`config.mk`:
```
export PLATFORM = sky130hd
export DESIGN_NAME = recent_packet_id_history
export DESIGN_NICKNAME = d
export VERILOG_FILES = /design/src/sv/rph_pkg.sv /design/src/sv/rph_ram.sv /design/src/sv/recent_packet_id_history.sv
export SDC_FILE = /design/constraint.sdc
export NUM_CORES = 1
export LEC_CHECK = 0
export BUFFER_PORTS_ARGS = -buffer_cell sky130_fd_sc_hd__buf_2
export CAP_MARGIN = 20
export CORE_ASPECT_RATIO = 1.1
export CORE_MARGIN = 3
export CORE_UTILIZATION = 30
export CTS_BUF_LIST = sky130_fd_sc_hd__clkbuf_8
export CTS_CLUSTER_DIAMETER = 150
export DETAILED_ROUTE_END_ITERATION = 10
export PLACE_DENSITY = 0.45
export SYNTH_ARGS = -nofsm -noshare
export SYNTH_HDL_FRONTEND = slang
export SYNTH_HIERARCHICAL = 1
export SYNTH_SLANG_ARGS = --single-unit
```
`constraint.sdc`:
```
create_clock -name i_clk -period 9.79 [get_ports i_clk]
set_input_delay 1.958 -clock i_clk [delete_from_list [all_inputs] [get_ports i_clk]]
set_output_delay 1.958 -clock i_clk [all_outputs]
set_load 0.02 [all_outputs]
```
`src/sv/rph_pkg.sv`:
```
// shared types, constants and id canonicalization for the packet id history
// no dependencies
`timescale 1ns / 1ps

package rph_pkg;

    localparam int ID_W  = 48;
    localparam int CAP_W = 5;
    localparam int CHAR_COUNT = 6;

    localparam logic [CAP_W-1:0] CAP_RESET = 5'd16;

    localparam logic KIND_RECORD = 1'b0;
    localparam logic KIND_QUERY  = 1'b1;

    typedef struct packed {
        logic            kind;
        logic [ID_W-1:0] packet_id;
    } t_in_word;

    typedef struct packed {
        logic present;
        logic evicted;
    } t_out_word;

    // string end: clear every byte after the first zero byte
    function automatic logic [ID_W-1:0] canon_id(input logic [ID_W-1:0] v);
        logic [ID_W-1:0] r;
        logic            stop;
        r    = '0;
        stop = 1'b0;
        for (int b = CHAR_COUNT - 1; b >= 0; b--) begin
            if (v[b*8 +: 8] == 8'h00) begin
                stop = 1'b1;
            end
            if (!stop) begin
                r[b*8 +: 8] = v[b*8 +: 8];
            end
        end
        return r;
    endfunction

endpackage

```
`src/sv/rph_ram.sv`:
```
// generic simple dual port ram, one write port and one registered read port
// no dependencies
`timescale 1ns / 1ps

module rph_ram #(
    parameter int WIDTH = 48,
    parameter int DEPTH = 16
) (
    input  logic                     i_clk,
    input  logic                     i_we,
    input  logic [$clog2(DEPTH)-1:0] i_waddr,
    input  logic [WIDTH-1:0]         i_wdata,
    input  logic                     i_re,
    input  logic [$clog2(DEPTH)-1:0] i_raddr,
    output logic [WIDTH-1:0]         o_rdata
);

    logic [WIDTH-1:0] r_mem [DEPTH];
    logic [WIDTH-1:0] r_rdata;

    always_ff @(posedge i_clk) begin
        if (i_we) begin
            r_mem[i_waddr] <= i_wdata;
        end
        if (i_re) begin
            r_rdata <= r_mem[i_raddr];
        end
    end

    assign o_rdata = r_rdata;

endmodule

```
`src/sv/recent_packet_id_history.sv`:
```
// top level of the recent packet id history, a fifo-replaced id cache
// depends on rph_pkg and rph_ram
`timescale 1ns / 1ps

// Each word records a packet id or asks whether one is held. A record passes
// through an evict state and then a write state, which registers its result
// strobe. A query walks the single read port of the id ram one entry per
// cycle from the oldest slot over every held entry; a query on an empty
// history answers straight from idle. busy is high while a word is in work;
// a result is shown for exactly one cycle on o_word with o_strobe and cannot
// be held off. The capacity register may be written whenever busy is low. No
// clearing pass follows reset: entries are only read after being written.
module recent_packet_id_history #(
    parameter int HISTORY_DEPTH = 16
) (
    input  logic                  i_clk,
    input  logic                  i_rst_n,
    input  logic                  start,
    output logic                  busy,
    input  rph_pkg::t_in_word     i_word,
    output logic                  o_strobe,
    output rph_pkg::t_out_word    o_word,
    input  logic                  i_cfg_valid,
    output logic                  o_cfg_ready,
    input  logic [rph_pkg::CAP_W-1:0] i_cfg_data
);

    localparam int PTR_W = $clog2(HISTORY_DEPTH);
    localparam int CNT_W = $clog2(HISTORY_DEPTH + 1);
    localparam int SUM_W = CNT_W + 1;
    localparam int CMP_W = (CNT_W > rph_pkg::CAP_W) ? CNT_W : rph_pkg::CAP_W;

    localparam logic [CMP_W-1:0] DEPTH_X   = CMP_W'(HISTORY_DEPTH);
    localparam logic [SUM_W-1:0] DEPTH_S   = SUM_W'(HISTORY_DEPTH);
    localparam logic [PTR_W-1:0] LAST_SLOT = PTR_W'(HISTORY_DEPTH - 1);

    typedef enum logic [1:0] {
        ST_IDLE,
        ST_REC_EVICT,
        ST_REC_WRITE,
        ST_SCAN
    } t_state;

    t_state                    r_state;
    logic [rph_pkg::CAP_W-1:0] r_cap;
    logic [PTR_W-1:0]          r_oldest;
    logic [CNT_W-1:0]          r_held;
    logic [rph_pkg::ID_W-1:0]  r_id;
    logic [CNT_W-1:0]          r_idx;
    logic [PTR_W-1:0]          r_rd_slot;
    logic                      r_rd_vld;
    logic                      r_hit;
    logic                      r_evicted;
    logic                      r_strobe;
    rph_pkg::t_out_word        r_out;

    logic [CMP_W-1:0]          held_x;
    logic [CMP_W-1:0]          cap_x;
    logic [CMP_W-1:0]          cap_eff;
    logic                      full;
    logic [CNT_W-1:0]          drop;
    logic [SUM_W-1:0]          osum;
    logic [SUM_W-1:0]          wsum;
    logic [PTR_W-1:0]          n_oldest;
    logic [CNT_W-1:0]          n_held;
    logic [PTR_W-1:0]          wr_slot;
    logic [PTR_W-1:0]          n_rd_slot;
    logic                      issue;
    logic                      hit_now;
    logic [rph_pkg::ID_W-1:0]  rd_data;

    always_comb begin
        held_x = CMP_W'(r_held);
        cap_x  = CMP_W'(r_cap);
        priority if (cap_x == '0) begin
            cap_eff = CMP_W'(1);
        end else if (cap_x > DEPTH_X) begin
            cap_eff = DEPTH_X;
        end else begin
            cap_eff = cap_x;
        end
        full = (held_x >= cap_eff);
        drop = CNT_W'(held_x - cap_eff + CMP_W'(1));
        n_held = CNT_W'(cap_eff - CMP_W'(1));

        osum = SUM_W'(r_oldest) + SUM_W'(drop);
        n_oldest = (osum >= DEPTH_S) ? PTR_W'(osum - DEPTH_S) : PTR_W'(osum);

        wsum = SUM_W'(r_oldest) + SUM_W'(r_held);
        wr_slot = (wsum >= DEPTH_S) ? PTR_W'(wsum - DEPTH_S) : PTR_W'(wsum);

        n_rd_slot = (r_rd_slot == LAST_SLOT) ? '0 : r_rd_slot + PTR_W'(1);
        issue   = (r_state == ST_SCAN) && (r_idx != r_held);
        hit_now = r_rd_vld && (rd_data == r_id);
    end

    rph_ram #(
        .WIDTH (rph_pkg::ID_W),
        .DEPTH (HISTORY_DEPTH)
    ) u_id_ram (
        .i_clk   (i_clk),
        .i_we    (r_state == ST_REC_WRITE),
        .i_waddr (wr_slot),
        .i_wdata (r_id),
        .i_re    (issue),
        .i_raddr (r_rd_slot),
        .o_rdata (rd_data)
    );

    always_ff @(posedge i_clk) begin
        if (!i_rst_n) begin
            r_state  <= ST_IDLE;
            r_cap    <= rph_pkg::CAP_RESET;
            r_oldest <= '0;
            r_held   <= '0;
            r_rd_vld <= 1'b0;
            r_hit    <= 1'b0;
            r_strobe <= 1'b0;
        end else begin
            r_strobe <= 1'b0;
            r_rd_vld <= 1'b0;
            if (i_cfg_valid && o_cfg_ready) begin
                r_cap <= i_cfg_data;
            end
            unique case (r_state)
                ST_IDLE: begin
                    if (start) begin
                        r_id <= rph_pkg::canon_id(i_word.packet_id);
                        if (i_word.kind == rph_pkg::KIND_RECORD) begin
                            r_state <= ST_REC_EVICT;
                        end else if (r_held == '0) begin
                            r_strobe      <= 1'b1;
                            r_out.present <= 1'b0;
                            r_out.evicted <= 1'b0;
                        end else begin
                            r_state   <= ST_SCAN;
                            r_idx     <= '0;
                            r_rd_slot <= r_oldest;
                            r_hit     <= 1'b0;
                        end
                    end
                end
                ST_REC_EVICT: begin
                    if (full) begin
                        r_oldest  <= n_oldest;
                        r_held    <= n_held;
                        r_evicted <= 1'b1;
                    end else begin
                        r_evicted <= 1'b0;
                    end
                    r_state <= ST_REC_WRITE;
                end
                ST_REC_WRITE: begin
                    r_held        <= r_held + CNT_W'(1);
                    r_strobe      <= 1'b1;
                    r_out.present <= 1'b0;
                    r_out.evicted <= r_evicted;
                    r_state       <= ST_IDLE;
                end
                ST_SCAN: begin
                    if (hit_now) begin
                        r_hit <= 1'b1;
                    end
                    if (issue) begin
                        r_idx     <= r_idx + CNT_W'(1);
                        r_rd_slot <= n_rd_slot;
                        r_rd_vld  <= 1'b1;
                    end else begin
                        r_strobe      <= 1'b1;
                        r_out.present <= r_hit || hit_now;
                        r_out.evicted <= 1'b0;
                        r_state       <= ST_IDLE;
                    end
                end
                default: begin
                    r_state <= ST_IDLE;
                end
            endcase
        end
    end

    assign busy        = (r_state != ST_IDLE);
    assign o_cfg_ready = (r_state == ST_IDLE);
    assign o_strobe    = r_strobe;
    assign o_word      = r_out;

endmodule

```
==> flow_summary.ini, run 1 <==
[drt]
drt_iter0_markers = 1128
ant_nets = 0
dr.pass1.iters = 5
avgViaCountPerCell = 4.90
routed_wl_mm = 89.8
drc = 0
wl_per_cell_um = 26.3
vias = 16700

[sta]
rsz0062_at_grt = false
period_needed_ns = 3.82
clock.fmax_mhz = 262
finalSetupViolCount = 0
finalCritPeriodShare_pct = 39.1
hold_viol_final = 0
finalMaxSlewViolations = 0
worst_pin_slew_ns = 1.13
maxSlewHeadroom_pct = 24.8
hold_ws_ns = 0.443
setup_ws_ns = 5.97
setup_tns_ns = 0
fin_skew_ns = 0.0283

[clocking]
cts_resized = 0
cts_setup_buffers = 0
ctsHoldBuffers = 0
clock-sinks = 895
cts_max_path_buffers = 3
htreeDepth = 4
cts_root_buf = clkbuf_8
cts_made_buffers = 147
clk_pin_slew_ns = 0.05
clk_latency_ns = 0.80
cts_tree = done

[synth]
synthTopCellsByArea = edfxtp_1, mux4_2, a22oi_1
yosys.area.top_type = edfxtp_1
syn_area_mm2 = 0.0345
synth_edf_count = 876
yosys.area.top_type_share_pct = 76.2
postSynth.asyncResetShare_pct = 0
synth_fp_nets = 1723
ys_seq_elements = 895
yosysSeqAreaShare_pct = 77.3
synth_ff_type = edfxtp_1
post-synth-top-count-cell = edfxtp_1
synth_common_cells = edfxtp_1, mux4_2, a22oi_1
syn_inst = 1643
synth_area_per_cell_um2 = 21.0
yosysUniqueCellTypes = 52
yosys_warnings = 6

[global_route]
antenna_found_initial = 2
grt_overflow = 0
grt_usage_pct = 15.2
grt_pass1_wl_mm = 129
grt_pass1_vias = 18000
grt_max_degree = 132

[worst_hold_path]
hold_depth = 2
holdPathEnd = r_hit
worstHoldStart = r_hit
hp-class = reg -> reg

[power_and_ir_drop]
p_comb_share_pct = 3.6
p_clk_share_pct = 38.4
sequentialPowerShare_pct = 58.0
ir_drop_mv = 0.0783
swShare_pct = 22.5
p_leak_nw = 12.6
p_switching_mw = 1.68
power.total_mw = 7.46
p_int_mw = 5.78
powerDensity_mw_per_mm2 = 190

[critical_path]
required_ns = 7.83
critPathKind = reg -> out
cp_max_fo = 12
rr_endpoint = u_id_ram/r_mem[3][44]
reg2reg_slack_ns = 6.01
reg2reg_from = held_x[0]
r2r_cells = 7
setup.worst_path.end_class = output pin
cp.arrival_ns = 1.87
critPathLaunchType = register

[floorplanning]
chipWidth_um = 330
die_height_um = 362
coreArea_mm2 = 0.113
ios = 63
placementRows = 129
die_area_mm2 = 0.119
start_util_pct = 30.5

[placement]
routabilityCongestion = 0.718
dpl-instance-area_mm2 = 0.0368
dp_slack_ns = 5.40
portBuffers = 62
placed_cells_incl_taps = 3169
dp_hpwl_mm = 45.4

[layout]
area_growth_pct = 13.8
layout-drive-gt1-share_pct = 25.7
final-instance-count-excl-fill = 3413
postLayoutCoreUtil_pct = 34.7
nNetsFinal = 1892
fillers = 10700
stdcell_area_mm2 = 0.0393

[flow_run]
cap_violations = 0

[status]
status = finished, final reports clean
[critical path: stages, from the launching register on]
cell     delay (ns)
dfxtp_1        0.43
nor2_1         0.40
buf_2          0.25
[how the worst max path moves through the flow]
stage / startpoint / to / depth (start not counted)
after floorplan: held_x[0] / u_id_ram/r_mem[0][0] / 6
after global placement: i_word[45] / r_id[1] / 7
final: r_state[1] / o_cfg_ready / 2
after CTS: r_state[1] / o_cfg_ready / 2
after global routing: r_state[1] / o_cfg_ready / 2
after detailed placement: i_word[47] / r_id[6] / 7
[per-layer routing]
metal	routed length (µm)	track usage (%)	part of all wire (%)	vias up
li1	-	-	-	7116
met1	38300	19.6	43	9024
met2	45600	26.1	51	432
met3	3860	2.72	4.3	142
met4	2010	4.64	2.2	0
met5	0	0	0	-
[cells in the final DEF, fill, tap and decap left out, drive strengths merged, types with 9 or more instances in the layout]
| cell type | count |
|---|---|
| nand4 | 10 |
| clkbuf | 150 |
| nand2 | 68 |
| nor4 | 15 |
| xnor2 | 32 |
| xor2 | 25 |
| clkinv | 41 |
| and2 | 36 |
| mux2i | 9 |
| dfxtp | 19 |
| mux4 | 192 |
| buf | 101 |
| inv | 78 |
| a22oi | 97 |
| a21oi | 15 |
| ha | 20 |
| edfxtp | 876 |
| nor2 | 36 |
[power groups by stage]
stage                     logic (mW)  clock network [mW]  registers (mW)
after floorplan                0.169                   0            4.38
after global placement         0.268                   0            4.40
after detailed placement       0.271                   0            4.41
after CTS                      0.272                2.97            4.33
after global routing           0.290                3.14            4.34
final                          0.265                2.87            4.33
[flip-flops by register name (all words and copies together) (netlist names), 4 cells and up]
signal	count
cap_x	5
held_x	5
r_id	48
r_idx	5
r_oldest	4
r_rd_slot	4
u_id_ram/o_rdata	48
u_id_ram/r_mem	768
[cell type report]
cell class,instances,area [µm²],area share (%)
well taps,1506,1880,4.79
flip-flops and latches,895,26700,67.9
clock inverters,93,409,1.04
inverters,29,109,0.277
repair buffers,101,661,1.68
multi-input cells,638,7510,19.1
diodes,1,2.50,0.00636
clock buffers,150,2060,5.25
[cell families (layout without fill, tap and decap cells)]
group / after synthesis / in the layout / share of synthesized area, %
flip-flops: 895 / 895 / 77.3
AND/OR/NAND/NOR: 210 / 210 / 3.11
multiplexers: 202 / 202 / 12.8
AO/OA/AOI/OAI: 147 / 147 / 3.08
buffers and inverters: 110 / 373 / 1.45
XOR/XNOR: 57 / 57 / 1.45
adder cells (fa/ha/maj): 22 / 22 / 0.840
other: 0 / 1 / 0
Power figures use the tool's default switching activity.
==> inputs of run 2 (changes only) <==
ABC_AREA = 1   (was not set)
PLACE_DENSITY = 0.47   (was 0.45)
clock period = 3.5 ns   (was 9.79 ns; I/O delays follow)
==> flow_summary.ini, run 2 <==
[status]
status = finished, final reports clean

[power_and_ir_drop]
p_leak_nw = 18.9
powerDensity_mw_per_mm2 = 581
ir_drop_mv = 0.392
power.total_mw = 25.9

[synth]
yosys.area.top_type = edfxtp_1
post-synth-top-count-cell = nand2_1
yosys_warnings = 6
synth_area_per_cell_um2 = 10.3
synth_fp_nets = 3879
synth_common_cells = nand2_1, edfxtp_1, inv_1
synth_edf_count = 876
ys_seq_elements = 895
synthTopCellsByArea = edfxtp_1, nand2_1, nand3_1
yosys.area.top_type_share_pct = 67.0
yosysUniqueCellTypes = 39
syn_inst = 3799
synth_ff_type = edfxtp_1
syn_area_mm2 = 0.0393
yosysSeqAreaShare_pct = 68.0
postSynth.asyncResetShare_pct = 0

[drt]
drt_iter0_markers = 1604
routed_wl_mm = 103
ant_nets = 0
avgViaCountPerCell = 4.45
dr.pass1.iters = 7
wl_per_cell_um = 17.9
drc = 0
vias = 25500

[placement]
dpl-instance-area_mm2 = 0.0419
routabilityCongestion = 0.763
placed_cells_incl_taps = 5465
dp_hpwl_mm = 55.1
portBuffers = 62

[critical_path]
crit_slowest_cell = dfxtp_1
cp.arrival_ns = 3.41
path_buf_inv = 1
critPathLaunchType = register
cp_max_fo = 3
slowest_delay_ns = 0.32
reg2reg_slack_ns = 0.80
critPathMostFrequentCell = nand2_1
critPathKind = reg -> reg
path_delay_family = adder cells
setup.worst_path.end_class = register
required_ns = 4.21
path_cells = nor2_1, nand3_1, a21oi_1, inv_1, ha_1, ha_1, ha_1, ha_1, a21oi_1, nand2_1, nand2_1, nand2_1, nand2_1, nand2_1, a21oi_1, nor2_1

[sta]
fin_skew_ns = 0.0286
maxSlewHeadroom_pct = 38.6
clock.fmax_mhz = 371
hold_ws_ns = 0.140
period_needed_ns = 2.70
finalCritPeriodShare_pct = 77.1
finalSetupViolCount = 0
rsz0062_at_grt = false
worst_pin_slew_ns = 0.921
hold_viol_final = 0
finalMaxSlewViolations = 0

[clocking]
cts_resized = 0
cts_root_buf = clkbuf_8
clock-sinks = 895
htreeDepth = 4
cts_made_buffers = 151
clk_latency_ns = 0.83
cts_max_path_buffers = 3
cts_tree = done
clk_pin_slew_ns = 0.05

[worst_hold_path]
hp-class = in -> reg

[global_route]
grt_pass1_wl_mm = 155
antenna_found_initial = 2
grt_usage_pct = 15.2
grt_overflow = 0
grt_pass1_vias = 25200
grt_max_degree = 142

[layout]
area_growth_pct = 13.4
final_common_cell = nand2_1
layout-drive-gt1-share_pct = 9.11
seqCellArea_mm2 = 0.0267
regMostFlops = u_id_ram/r_mem
postLayoutCoreUtil_pct = 34.4
largest_reg_flops = 768
layout_common_cells = nand2_1, edfxtp_1, inv_1
fillers = 13000
final-instance-count-excl-fill = 5734
stdcell_area_mm2 = 0.0445
multi_input_area_mm2 = 0.00898
nNetsFinal = 4026

[floorplanning]
chipWidth_um = 351
die_area_mm2 = 0.135
start_util_pct = 30.4
die_height_um = 385
ios = 63
placementRows = 138
coreArea_mm2 = 0.129

[flow_run]
cap_violations = 0
run 2: logic make-up (layout without fill, tap and decap cells):
family	count (synthesis)	count (layout)	share of synthesized area (%)
AO/OA/AOI/OAI	44	44	0.621
AND/OR/NAND/NOR	1914	1914	20.5
XOR/XNOR	31	31	0.691
buffers and inverters	893	1146	9.50
other	0	2	0
adder cells (fa/ha/maj)	22	22	0.739
flip-flops	895	895	68.0
run 2: area by class of cell:
type                    count  share of cell area [%]
diodes                      2                  0.0112
clock buffers             155                    4.79
clock inverters           104                   0.992
inverters                 722                    6.14
multi-input cells        2011                    20.2
flip-flops and latches    895                    59.9
well taps                1680                    4.72
repair buffers            165                    3.26
run 2: metrics by stage:
stage / setup WS, ns / TNS (ns)
floorplan: -0.340 / -248.25
global placement: 0.756 / 0
detailed placement: 0.797 / 0
CTS: 0.807 / 0
global route: 0.520 / 0
finish: 0.801 / 0
run 2: repair_timing:
item / 4_1_cts / 5_1_grt
hold endpoints to repair: 8 / 0
buffers inserted: 0 / 0
hold buffers: 8 / 0
run 2: final timing paths:
| check | endpoint | depth (start not counted) | startpoint |
|---|---|---|---|
| min reg2reg | r_hit | 2 | r_hit |
| max reg2reg | r_oldest[3] | 16 | cap_x[2] |
| max | r_oldest[3] | 16 | cap_x[2] |
| min | cap_x[4] | 3 | i_cfg_data[4] |
run 2: report_power, final:
group	internal, mW	switching (mW)	leakage, nW	total [mW]
Clock	4.08	4.16	1.51	8.24
Sequential	12.7	0.374	8.06	13.1
Combinational	1.34	3.23	9.34	4.57
run 2: per-layer routing:
metal / GRT usage [%] / vias to the layer above / wire [µm]
met5: 0 / - / 0
met4: 5.18 / 0 / 2500
met3: 2.62 / 162 / 4380
met2: 25.5 / 531 / 49300
met1: 19.9 / 12300 / 46400
li1: - / 12500 / -
run 2: tightest hold or removal path, cell delays in order:
cell      delay [ns]
buf_2           0.08
nand2_1         0.05
o211ai_1        0.08
